`src/design/ate_pkg.sv`:
```
// Shared types, constants and helper functions for the time-string converter.
package ate_pkg;

    localparam int SEC_PER_HOUR  = 3600;
    localparam int SEC_PER_MIN   = 60;
    localparam int MIN_PER_HOUR  = 60;
    localparam int HOURS_PER_DAY = 24;
    localparam int DAYS_PER_YEAR = 365;
    localparam int MAX_MONTH     = 12;
    localparam int MAX_HOUR      = 23;
    localparam int MAX_MINUTE    = 59;
    localparam int CENTURY       = 100;
    localparam int GT_BASE_YEAR  = 1970;
    localparam int UT_PIVOT_YEAR = 70;
    localparam int UT_WRAP_ADD   = 30;
    localparam int DIV100_MUL    = 5243;
    localparam int DIV100_SHIFT  = 19;
    localparam int POS_MAX       = 63;
    localparam int ZONE_LEN      = 4;
    localparam int UT_DATE_LEN   = 10;
    localparam int GT_DATE_LEN   = 12;
    localparam int UT_YEAR_LEN   = 2;
    localparam int GT_YEAR_LEN   = 4;

    localparam logic [7:0] CH_ZERO  = 8'h30;
    localparam logic [7:0] CH_NINE  = 8'h39;
    localparam logic [7:0] CH_Z     = 8'h5A;
    localparam logic [7:0] CH_PLUS  = 8'h2B;
    localparam logic [7:0] CH_MINUS = 8'h2D;
    localparam logic [7:0] CH_DOT   = 8'h2E;
    localparam logic [7:0] CH_COMMA = 8'h2C;

    typedef enum logic [1:0] {
        PH_DATE = 2'd0,
        PH_FRAC = 2'd1,
        PH_ZONE = 2'd2,
        PH_DONE = 2'd3
    } t_phase;

    typedef enum logic [1:0] {
        ZS_NONE  = 2'd0,
        ZS_PLUS  = 2'd1,
        ZS_MINUS = 2'd2,
        ZS_RSVD  = 2'd3
    } t_zsign;

    // One finished string, handed from front to back
    typedef struct packed {
        logic        kind;
        logic        err;
        logic [13:0] year;
        logic [6:0]  month;
        logic [6:0]  day;
        logic [6:0]  hour;
        logic [6:0]  minute;
        logic [6:0]  second;
        t_zsign      zsign;
        logic [13:0] zone;
    } t_rec;

    function automatic logic [8:0] ate_month_start(input logic [3:0] idx);
        logic [8:0] v;
        case (idx)
            4'd0:    v = 9'd0;
            4'd1:    v = 9'd31;
            4'd2:    v = 9'd59;
            4'd3:    v = 9'd90;
            4'd4:    v = 9'd120;
            4'd5:    v = 9'd151;
            4'd6:    v = 9'd181;
            4'd7:    v = 9'd212;
            4'd8:    v = 9'd243;
            4'd9:    v = 9'd273;
            4'd10:   v = 9'd304;
            4'd11:   v = 9'd334;
            4'd12:   v = 9'd365;
            default: v = 9'd0;
        endcase
        return v;
    endfunction

    function automatic logic [13:0] ate_mul10_14(input logic [13:0] x, input logic [3:0] d);
        return (x << 3) + (x << 1) + {10'd0, d};
    endfunction

    function automatic logic [6:0] ate_mul10_7(input logic [6:0] x, input logic [3:0] d);
        return (x << 3) + (x << 1) + {3'd0, d};
    endfunction

endpackage

```
`src/design/ate_front.sv`:
```
// Front end: accepts characters, accumulates digit fields, emits one record per string.
module ate_front import ate_pkg::*; (
    input  logic       i_clk,
    input  logic       i_rst_n,
    input  logic       i_accept,
    input  logic       i_time_kind,
    input  logic [7:0] i_char_byte,
    input  logic       i_last_char,
    output logic       o_push,
    output t_rec       o_rec
);

    logic [5:0]  r_pos,    n_pos;
    t_phase      r_phase,  n_phase;
    logic [13:0] r_year,   n_year;
    logic [6:0]  r_month,  n_month;
    logic [6:0]  r_day,    n_day;
    logic [6:0]  r_hour,   n_hour;
    logic [6:0]  r_minute, n_minute;
    logic [6:0]  r_second, n_second;
    t_zsign      r_zsign,  n_zsign;
    logic [13:0] r_zone,   n_zone;
    logic        r_err,    n_err;

    logic       dig;
    logic [3:0] dval;
    logic [5:0] ylen;
    logic [5:0] dbase;
    logic [5:0] fpos;
    logic       allow_frac;
    logic       cnt_ok_cur;
    logic       cnt_ok_nxt;

    assign dig        = (i_char_byte >= CH_ZERO) && (i_char_byte <= CH_NINE);
    assign dval       = dig ? 4'(i_char_byte - CH_ZERO) : 4'd0;
    assign ylen       = i_time_kind ? 6'(GT_YEAR_LEN) : 6'(UT_YEAR_LEN);
    assign dbase      = i_time_kind ? 6'(GT_DATE_LEN) : 6'(UT_DATE_LEN);
    assign fpos       = r_pos - ylen;
    assign allow_frac = i_time_kind && (r_phase == PH_DATE);
    assign cnt_ok_cur = (r_pos == dbase) || (r_pos == dbase + 6'd2);
    assign cnt_ok_nxt = (n_pos == dbase) || (n_pos == dbase + 6'd2);

    always_comb begin
        n_pos    = r_pos;
        n_phase  = r_phase;
        n_year   = r_year;
        n_month  = r_month;
        n_day    = r_day;
        n_hour   = r_hour;
        n_minute = r_minute;
        n_second = r_second;
        n_zsign  = r_zsign;
        n_zone   = r_zone;
        n_err    = r_err;
        case (r_phase)
            PH_DATE, PH_FRAC: begin
                if (dig) begin
                    if (r_phase == PH_DATE) begin
                        if (r_pos < ylen) begin
                            n_year = ate_mul10_14(r_year, dval);
                        end else if (fpos < 6'd2) begin
                            n_month = ate_mul10_7(r_month, dval);
                        end else if (fpos < 6'd4) begin
                            n_day = ate_mul10_7(r_day, dval);
                        end else if (fpos < 6'd6) begin
                            n_hour = ate_mul10_7(r_hour, dval);
                        end else if (fpos < 6'd8) begin
                            n_minute = ate_mul10_7(r_minute, dval);
                        end else if (fpos < 6'd10) begin
                            n_second = ate_mul10_7(r_second, dval);
                        end else begin
                            n_err = 1'b1;
                        end
                        if (r_pos != 6'(POS_MAX)) begin
                            n_pos = r_pos + 6'd1;
                        end
                    end
                end else begin
                    if (r_phase == PH_DATE && !cnt_ok_cur) begin
                        n_err = 1'b1;
                    end
                    if (i_char_byte == CH_Z) begin
                        n_phase = PH_DONE;
                    end else if (i_char_byte == CH_PLUS || i_char_byte == CH_MINUS) begin
                        n_zsign = (i_char_byte == CH_PLUS) ? ZS_PLUS : ZS_MINUS;
                        n_phase = PH_ZONE;
                        n_pos   = 6'd0;
                    end else if (allow_frac &&
                                 (i_char_byte == CH_DOT || i_char_byte == CH_COMMA)) begin
                        n_phase = PH_FRAC;
                    end else begin
                        n_err   = 1'b1;
                        n_phase = PH_DONE;
                    end
                end
            end
            PH_ZONE: begin
                if (dig && r_pos < 6'(ZONE_LEN)) begin
                    n_zone = ate_mul10_14(r_zone, dval);
                    n_pos  = r_pos + 6'd1;
                end else begin
                    n_err = 1'b1;
                end
            end
            default: begin
                n_err = 1'b1;
            end
        endcase
    end

    assign o_push = i_accept && i_last_char;

    always_comb begin
        o_rec.kind   = i_time_kind;
        o_rec.err    = n_err || (n_phase == PH_DATE && !cnt_ok_nxt) ||
                       (n_phase == PH_ZONE && n_pos != 6'(ZONE_LEN));
        o_rec.year   = n_year;
        o_rec.month  = n_month;
        o_rec.day    = n_day;
        o_rec.hour   = n_hour;
        o_rec.minute = n_minute;
        o_rec.second = n_second;
        o_rec.zsign  = n_zsign;
        o_rec.zone   = n_zone;
    end

    always_ff @(posedge i_clk) begin
        if (!i_rst_n || o_push) begin
            r_pos    <= '0;
            r_phase  <= PH_DATE;
            r_year   <= '0;
            r_month  <= '0;
            r_day    <= '0;
            r_hour   <= '0;
            r_minute <= '0;
            r_second <= '0;
            r_zsign  <= ZS_NONE;
            r_zone   <= '0;
            r_err    <= 1'b0;
        end else if (i_accept) begin
            r_pos    <= n_pos;
            r_phase  <= n_phase;
            r_year   <= n_year;
            r_month  <= n_month;
            r_day    <= n_day;
            r_hour   <= n_hour;
            r_minute <= n_minute;
            r_second <= n_second;
            r_zsign  <= n_zsign;
            r_zone   <= n_zone;
            r_err    <= n_err;
        end
    end

endmodule

```
`src/design/ate_queue.sv`:
```
// Two-entry record queue between front and back.
module ate_queue import ate_pkg::*; (
    input  logic i_clk,
    input  logic i_rst_n,
    input  logic i_push,
    input  t_rec i_rec,
    input  logic i_pop,
    output logic o_full,
    output logic o_valid,
    output t_rec o_rec
);

    t_rec       r_mem [2];
    logic       r_wr;
    logic       r_rd;
    logic [1:0] r_cnt;

    assign o_full  = (r_cnt == 2'd2);
    assign o_valid = (r_cnt != 2'd0);
    assign o_rec   = r_mem[r_rd];

    always_ff @(posedge i_clk) begin
        if (i_push) begin
            r_mem[r_wr] <= i_rec;
        end
    end

    always_ff @(posedge i_clk) begin
        if (!i_rst_n) begin
            r_wr  <= 1'b0;
            r_rd  <= 1'b0;
            r_cnt <= 2'd0;
        end else begin
            if (i_push) begin
                r_wr <= ~r_wr;
            end
            if (i_pop) begin
                r_rd <= ~r_rd;
            end
            if (i_push && !i_pop) begin
                r_cnt <= r_cnt + 2'd1;
            end else if (i_pop && !i_push) begin
                r_cnt <= r_cnt - 2'd1;
            end
        end
    end

`ifndef SYNTHESIS
    a_no_overflow: assert property (@(posedge i_clk) disable iff (!i_rst_n)
        i_push |-> (r_cnt != 2'd2 || i_pop))
        else $error("queue push while full");
    a_cnt_range: assert property (@(posedge i_clk) disable iff (!i_rst_n)
        r_cnt != 2'd3)
        else $error("queue count out of range");
`endif

endmodule

```
`src/design/ate_back.sv`:
```
// Back end: range checks and calendar conversion over a short sequence, output register.
module ate_back import ate_pkg::*; (
    input  logic               i_clk,
    input  logic               i_rst_n,
    input  logic               i_q_valid,
    input  t_rec               i_q_rec,
    output logic               o_pop,
    input  logic               i_out_stall,
    output logic               o_out_valid,
    output logic signed [39:0] o_epoch_seconds,
    output logic               o_is_error
);

    typedef enum logic [6:0] {
        S_IDLE = 7'b0000001,
        S_A    = 7'b0000010,
        S_B    = 7'b0000100,
        S_C    = 7'b0001000,
        S_D    = 7'b0010000,
        S_E    = 7'b0100000,
        S_F    = 7'b1000000
    } t_state;

    t_state      r_state, n_state;
    t_rec        r_rec;
    logic        r_err;
    logic [13:0] r_yr;
    logic [26:0] r_zprod;
    logic [7:0]  r_zq;
    logic [13:0] r_zm;
    logic [22:0] r_y365;
    logic [23:0] r_days;
    logic [13:0] r_zmin;
    logic [28:0] r_dh;
    logic [19:0] r_zoff;
    logic [39:0] r_prod;
    logic [11:0] r_ms;
    logic        r_out_valid;
    logic [39:0] r_out_val;
    logic        r_out_err;

    logic        out_free;
    logic        yr_low;
    logic [13:0] yr_a;
    logic        err_a;
    logic        mo_bad;
    logic [3:0]  mo_idx;
    logic [7:0]  zq_b;
    logic [13:0] zm_b;
    logic [14:0] yr2;
    logic        leap;
    logic [8:0]  dim;
    logic        err_b;
    logic [23:0] days_c;
    logic [39:0] val_f;

    assign out_free = !r_out_valid || !i_out_stall;
    assign o_pop    = (r_state == S_IDLE) && i_q_valid;

    // Stage A: year offset, field limits, zone divide-by-100 product
    assign yr_low = r_rec.kind ? (r_rec.year < 14'(GT_BASE_YEAR)) : 1'b0;
    always_comb begin
        if (r_rec.kind) begin
            yr_a = r_rec.year - 14'(GT_BASE_YEAR);
        end else if (r_rec.year >= 14'(UT_PIVOT_YEAR)) begin
            yr_a = r_rec.year - 14'(UT_PIVOT_YEAR);
        end else begin
            yr_a = r_rec.year + 14'(UT_WRAP_ADD);
        end
    end
    assign mo_bad = (r_rec.month < 7'd1) || (r_rec.month > 7'(MAX_MONTH));
    assign err_a  = r_rec.err || yr_low || mo_bad ||
                    (r_rec.hour > 7'(MAX_HOUR)) || (r_rec.minute > 7'(MAX_MINUTE)) ||
                    (r_rec.second > 7'(MAX_MINUTE));

    // Stage B: zone split, day-of-month limit
    assign mo_idx = mo_bad ? 4'd1 : r_rec.month[3:0];
    assign zq_b   = r_zprod[DIV100_SHIFT +: 8];
    assign zm_b   = r_rec.zone - ({6'd0, zq_b} * 14'(CENTURY));
    assign yr2    = {1'b0, r_yr} + 15'd2;
    assign leap   = (yr2[1:0] == 2'd0);
    assign dim    = ate_month_start(mo_idx) - ate_month_start(mo_idx - 4'd1) +
                    ((leap && mo_idx == 4'd2) ? 9'd1 : 9'd0);
    assign err_b  = (r_rec.day < 7'd1) || ({2'd0, r_rec.day} > dim) ||
                    (zq_b > 8'(MAX_HOUR)) || (zm_b > 14'(MAX_MINUTE));

    // Stage C: day count
    assign days_c = {1'b0, r_y365} + {15'd0, ate_month_start(mo_idx - 4'd1)} +
                    {11'd0, yr2[14:2]} + {17'd0, r_rec.day} -
                    ((leap && mo_idx < 4'd3) ? 24'd1 : 24'd0) - 24'd1;

    // Stage F: final sum with zone offset
    always_comb begin
        val_f = r_prod + {28'd0, r_ms};
        if (r_rec.zsign == ZS_PLUS) begin
            val_f = val_f - {20'd0, r_zoff};
        end else if (r_rec.zsign == ZS_MINUS) begin
            val_f = val_f + {20'd0, r_zoff};
        end
    end

    always_comb begin
        n_state = r_state;
        case (r_state)
            S_IDLE:  if (i_q_valid) n_state = S_A;
            S_A:     n_state = S_B;
            S_B:     n_state = S_C;
            S_C:     n_state = S_D;
            S_D:     n_state = S_E;
            S_E:     n_state = S_F;
            S_F:     if (out_free) n_state = S_IDLE;
            default: n_state = S_IDLE;
        endcase
    end

    always_ff @(posedge i_clk) begin
        case (r_state)
            S_IDLE: begin
                r_rec <= i_q_rec;
            end
            S_A: begin
                r_yr    <= yr_a;
                r_err   <= err_a;
                r_zprod <= {13'd0, r_rec.zone} * 27'(DIV100_MUL);
            end
            S_B: begin
                r_zq   <= zq_b;
                r_zm   <= zm_b;
                r_err  <= r_err || err_b;
                r_y365 <= {9'd0, r_yr} * 23'(DAYS_PER_YEAR);
            end
            S_C: begin
                r_days <= days_c;
                r_zmin <= ({6'd0, r_zq} * 14'(MIN_PER_HOUR)) + r_zm;
            end
            S_D: begin
                r_dh   <= ({5'd0, r_days} * 29'(HOURS_PER_DAY)) + {22'd0, r_rec.hour};
                r_zoff <= {6'd0, r_zmin} * 20'(SEC_PER_MIN);
            end
            S_E: begin
                r_prod <= {11'd0, r_dh} * 40'(SEC_PER_HOUR);
                r_ms   <= ({5'd0, r_rec.minute} * 12'(SEC_PER_MIN)) + {5'd0, r_rec.second};
            end
            default: begin
            end
        endcase
        if (r_state == S_F && out_free) begin
            r_out_val <= r_err ? 40'd0 : val_f;
            r_out_err <= r_err;
        end
    end

    always_ff @(posedge i_clk) begin
        if (!i_rst_n) begin
            r_state     <= S_IDLE;
            r_out_valid <= 1'b0;
        end else begin
            r_state <= n_state;
            if (r_state == S_F && out_free) begin
                r_out_valid <= 1'b1;
            end else if (!i_out_stall) begin
                r_out_valid <= 1'b0;
            end
        end
    end

    assign o_out_valid     = r_out_valid;
    assign o_epoch_seconds = $signed(r_out_val);
    assign o_is_error      = r_out_err;

`ifndef SYNTHESIS
    a_err_zero: assert property (@(posedge i_clk) disable iff (!i_rst_n)
        (r_out_valid && r_out_err) |-> (r_out_val == 40'd0))
        else $error("error item carries nonzero seconds");
    a_pop_idle: assert property (@(posedge i_clk) disable iff (!i_rst_n)
        o_pop |=> (r_state == S_A))
        else $error("pop did not start conversion");
    a_finish: assert property (@(posedge i_clk) disable iff (!i_rst_n)
        (r_state == S_F && out_free) |=> (r_out_valid && r_state == S_IDLE))
        else $error("finished item not presented");
`endif

endmodule

```
`src/design/asn1_time_to_epoch_seconds.sv`:
```
// Top level: time-string characters in, seconds since 1970 out.
//
// Input channel: one character per item (i_char_byte) with its kind bit
// (0 two-digit year, 1 four-digit year) and a last-character mark. An item
// is accepted when i_in_valid is high and o_in_stall is low. The front end
// takes one character per cycle; o_in_stall rises only while the two-entry
// record queue to the back end is full.
// Output channel: one item per string, on its last character: signed 40-bit
// seconds with the zone offset applied, or o_is_error with zero seconds.
// An item is taken when o_out_valid is high and i_out_stall is low.
// A string's result passes through the record queue, the back end's
// conversion sequence (steps A to F) and the output register before
// o_out_valid rises. The back end converts one string at a time and pops
// the next record only from its idle state; the queue holds later strings.
// While the receiver stalls, the result holds in the output register, the
// back end waits in its last step, and the queue takes up to two more strings.
// Reset (synchronous, active low) clears the parse state, queue and output.
module asn1_time_to_epoch_seconds import ate_pkg::*; (
    input  logic               i_clk,
    input  logic               i_rst_n,
    input  logic               i_in_valid,
    output logic               o_in_stall,
    input  logic               i_time_kind,
    input  logic [7:0]         i_char_byte,
    input  logic               i_last_char,
    output logic               o_out_valid,
    input  logic               i_out_stall,
    output logic signed [39:0] o_epoch_seconds,
    output logic               o_is_error
);

    logic accept;
    logic push;
    t_rec push_rec;
    logic q_full;
    logic q_valid;
    logic pop;
    t_rec q_rec;

    assign o_in_stall = q_full;
    assign accept     = i_in_valid && !q_full;

    ate_front u_front (
        .i_clk       (i_clk),
        .i_rst_n     (i_rst_n),
        .i_accept    (accept),
        .i_time_kind (i_time_kind),
        .i_char_byte (i_char_byte),
        .i_last_char (i_last_char),
        .o_push      (push),
        .o_rec       (push_rec)
    );

    ate_queue u_queue (
        .i_clk   (i_clk),
        .i_rst_n (i_rst_n),
        .i_push  (push),
        .i_rec   (push_rec),
        .i_pop   (pop),
        .o_full  (q_full),
        .o_valid (q_valid),
        .o_rec   (q_rec)
    );

    ate_back u_back (
        .i_clk           (i_clk),
        .i_rst_n         (i_rst_n),
        .i_q_valid       (q_valid),
        .i_q_rec         (q_rec),
        .o_pop           (pop),
        .i_out_stall     (i_out_stall),
        .o_out_valid     (o_out_valid),
        .o_epoch_seconds (o_epoch_seconds),
        .o_is_error      (o_is_error)
    );

endmodule
```
`config.mk`:
```
export PLATFORM = sky130hd
export DESIGN_NAME = asn1_time_to_epoch_seconds
export DESIGN_NICKNAME = d
export VERILOG_FILES = /design/src/design/ate_pkg.sv /design/src/design/ate_front.sv /design/src/design/ate_queue.sv /design/src/design/ate_back.sv /design/src/design/asn1_time_to_epoch_seconds.sv
export SDC_FILE = /design/constraint.sdc
export NUM_CORES = 2
export LEC_CHECK = 0
export BUFFER_PORTS_ARGS = -buffer_cell sky130_fd_sc_hd__buf_2
export CAP_MARGIN = 20
export CELL_PAD_IN_SITES_DETAIL_PLACEMENT = 0
export CELL_PAD_IN_SITES_GLOBAL_PLACEMENT = 2
export CORE_ASPECT_RATIO = 1.4
export CORE_MARGIN = 2
export CORE_UTILIZATION = 47
export CTS_CLUSTER_SIZE = 40
export DETAILED_ROUTE_END_ITERATION = 10
export PLACE_DENSITY_LB_ADDON = 0.15
export SLEW_MARGIN = 20
export SYNTH_ARGS = -nofsm -noshare
export SYNTH_HDL_FRONTEND = slang
export SYNTH_SLANG_ARGS = --single-unit
```
`constraint.sdc`:
```
create_clock -name i_clk -period 16.1 [get_ports i_clk]
set_input_delay 1.61 -clock i_clk [delete_from_list [all_inputs] [get_ports i_clk]]
set_output_delay 1.61 -clock i_clk [all_outputs]
set_load 0.03 [all_outputs]
```
==> impl_metrics.csv <==
group,metric,value,unit
cts,cts_sinks,529,
cells_and_area,fin_nets,5174,
cells_and_area,insertedDiodeCount,0,
floorplan,initial_core_util,47.3,%
timing,finalSetupTns,0,ps
place,gp_congestion,0.843,
floorplan,core_area,0.0937,mm2
synth,ys_types,91,
cells_and_area,syn2layout_area_growth,7.93,%
cts,h-tree-depth,2,
cts,cts_hold_buf,0,
cells_and_area,fill_cells,8607,
synth,synthArstFlopShare,0,%
drt,drt-wirelength-per-cell,17.3,um
timing,finalClockSkew,49.5,ps
synth,synth_cells,4261,
setup_path,cp_max_fo,13,
place,dpl_cell_area,0.0459,mm2
cells_and_area,utilization,51.0,%
drt,vias,29900,
pwr,power_density,221,mW/mm2
pwr,ir_worst_vdd,350,uV
timing,finalHoldViolCount,0,
cts,cts_root_buffer,"clkbuf_16",
timing,slew_headroom,36.3,%
drt,drtAntennaViolNets,0,
floorplan,die_area,0.0967,mm2
synth,synthTopCellsByArea,"edfxtp_1, ha_1, fa_1",
cells_and_area,drive_above_1_share,7.64,%
synth,synth-edff-count,443,
grt,grt_max_degree,75,
synth,yosysMostFrequentCell,"ha_1",
cts,cts_buffers,57,
grt,antenna_found_initial,2,
cts,clk-insertion-delay-late,660,ps
synth,ys_warn_count,0,
cts,post-cts-setup-buffers,0,
timing,tightest_slew,954,ps
job,maxCapViolations,0,
synth,seq_area_frac_synth,33.9,%
timing,slew_violations,0,
floorplan,die_w,263,um
cts,cts_tree,"done",
drt,via_per_inst,5.37,
grt,grt_pass1_wl,158,mm
synth,yosys_most_used_dff,"edfxtp_1",
cts,cts_resized,0,
drt,drc,0,
grt,grt_pass1_vias,30900,
place,io_buffers,56,
setup_path,worstPathArrival,8420,ps
grt,overflow,0,
pwr,leakagePower,20.8,nW
setup_path,critPathLaunchType,"register",
drt,firstDrtPassIters,5,
synth,yosys-top-cells-count,"ha_1, inv_1, edfxtp_1",
floorplan,boundaryPins,57,
floorplan,die_h,367,um
timing,rsz0062_at_grt,"no",
synth,yosysTopAreaCell,"edfxtp_1",
setup_path,cp.required,16460,ps
place,dp_hpwl,76.1,mm
grt,track_usage,20.0,%
cts,clockBufferDepth,3,
cells_and_area,seq_area,0.0150,mm2
floorplan,rows,133,
timing,layout_setup_ws,8040,ps
drt,drt_wl_total,96.1,mm
synth,synthDominantCellAreaShare,30.0,%
timing,fmax,124,MHz
synth,syn_area,0.0443,mm2
timing,setup_viol,0,
synth,synth_seq_cells,529,
worst_hold_path,hp-class,"reg2reg",
synth,synth.avg_cell_area,10.4,um2
setup_path,ff2ff_setup_slack,8040,ps
setup_path,end_kind,"register",
place,post-place-ws,8140,ps
drt,drtIter0Drc,1351,
synth,syn_nets,5139,
cts,clkTransAtPathRegs,60,ps
cells_and_area,multi_input_area,0.0269,mm2
timing,fin_crit_sh,50.1,%
cells_and_area,final_area,0.0478,mm2
outcome,status,"completed",
timing,layout_min_cycle_time,8060,ps
setup_path,path_class,"reg2reg",
[cell usage in the layout (no fill, tap or decap), types with 12 or more instances in the layout]
master     count
a21o_1        77
o21bai_1      44
mux2_2       114
or3_1         17
mux2i_1       20
xor2_1        96
nor4_1        33
and2_1        20
xnor2_1      220
a211oi_1      42
nor2b_1       48
nor3_1        94
nand3_1       64
buf_4         22
inv_1        530
a21oi_1      255
o211ai_1      18
nand2_1      228
nand4_1       28
or4_1         12
edfxtp_1     443
o21a_1        29
o22ai_1       12
dfxtp_1       85
nand2b_1      43
clkbuf_16     58
o21ai_0      153
buf_2         56
and3_1        33
nor2_1       308
o221ai_1      13
fa_1         250
a31oi_1       21
ha_1         614
[sequential cells by signal, indices dropped and copies added, names as in the netlist, 18 cells and up]
name and cells:
u_queue.r_mem 134, u_back.r_rec 67, u_back.o_epoch_seconds 40, u_back.r_prod 36, u_back.r_dh 29, u_back.r_days 24
u_back.r_y365 23, u_back.r_zoff 18
[worst max-delay path: stages, from the launching register on]
cell	delay (ps)
edfxtp_1	530
inv_1	240
nor2_1	120
a211oi_1	690
nand2_1	360
ha_1	330
inv_1	110
ha_1	370
nand2b_1	180
nand2_1	70
o22ai_1	200
inv_1	90
fa_1	420
fa_1	390
fa_1	480
inv_1	70
ha_1	300
a211oi_1	250
nor2_1	110
o41a_1	350
o41ai_1	520
o21ai_0	320
nor4_1	370
nor3_1	150
a221o_1	340
o41ai_1	310
xnor2_1	100
[worst paths after layout]
kind / startpoint / endpoint / depth (start not counted)
worst max register to register: u_back.r_rec[46]$_DFFE_PN_ / u_back.r_days[22]$_DFFE_PP_ / 26
worst min-delay path: u_back.r_rec[17]$_DFFE_PN_ / u_back.r_ms[1]$_DFFE_PP_ / 0
worst max-delay path: u_back.r_rec[46]$_DFFE_PN_ / u_back.r_days[22]$_DFFE_PP_ / 26
worst min register to register: u_back.r_rec[17]$_DFFE_PN_ / u_back.r_ms[1]$_DFFE_PP_ / 0
[cells by family (layout without fill, tap and decap cells)]
logic type	count (synthesis)	after routing	share of synthesized area (%)
muxes	134	134	3.35
DFF	529	529	33.9
and+or+nand+nor	989	989	10.9
xor gates and xnor gates	316	316	6.25
adders and majority gates	865	865	28.7
buffers and inverters	635	717	5.43
AOI/OAI and AO/OA	793	793	11.5
[layout make-up]
class                      instances  share of cell area, %
clock buffer                      71                   3.20
clock inverter                    35                  0.730
inverter                         532                   4.18
multi-input combinational       3097                   56.3
sequential                       529                   31.4
tap                             1215                   3.18
timing repair buffer              79                  0.974
[report_power, final]
group | switching [mW] | internal [mW]
combinational | 3.92 | 3.17
sequential | 0.210 | 1.97
clock | 0.573 | 0.744
[layer usage]
layer | vias to the layer above | share of wire (%) | global-route usage, %
met5 | - | 0.010 | 0
met4 | 2 | 3.3 | 6.82
met3 | 166 | 2.6 | 2.12
met2 | 375 | 53 | 38.4
met1 | 14200 | 41 | 22.9
li1 | 15100 | - | -
[per-stage QoR]
stage	cells	hold WS, ps	power, mW
final	5558	407	10.6
after detailed placement	5451	405	9.39
after global routing	5558	420	12.0
after floorplan	4261	400	7.73
after global placement	5451	405	9.35
after CTS	5557	409	10.8
No activity file was read; power rests on OpenSTA's default activity.
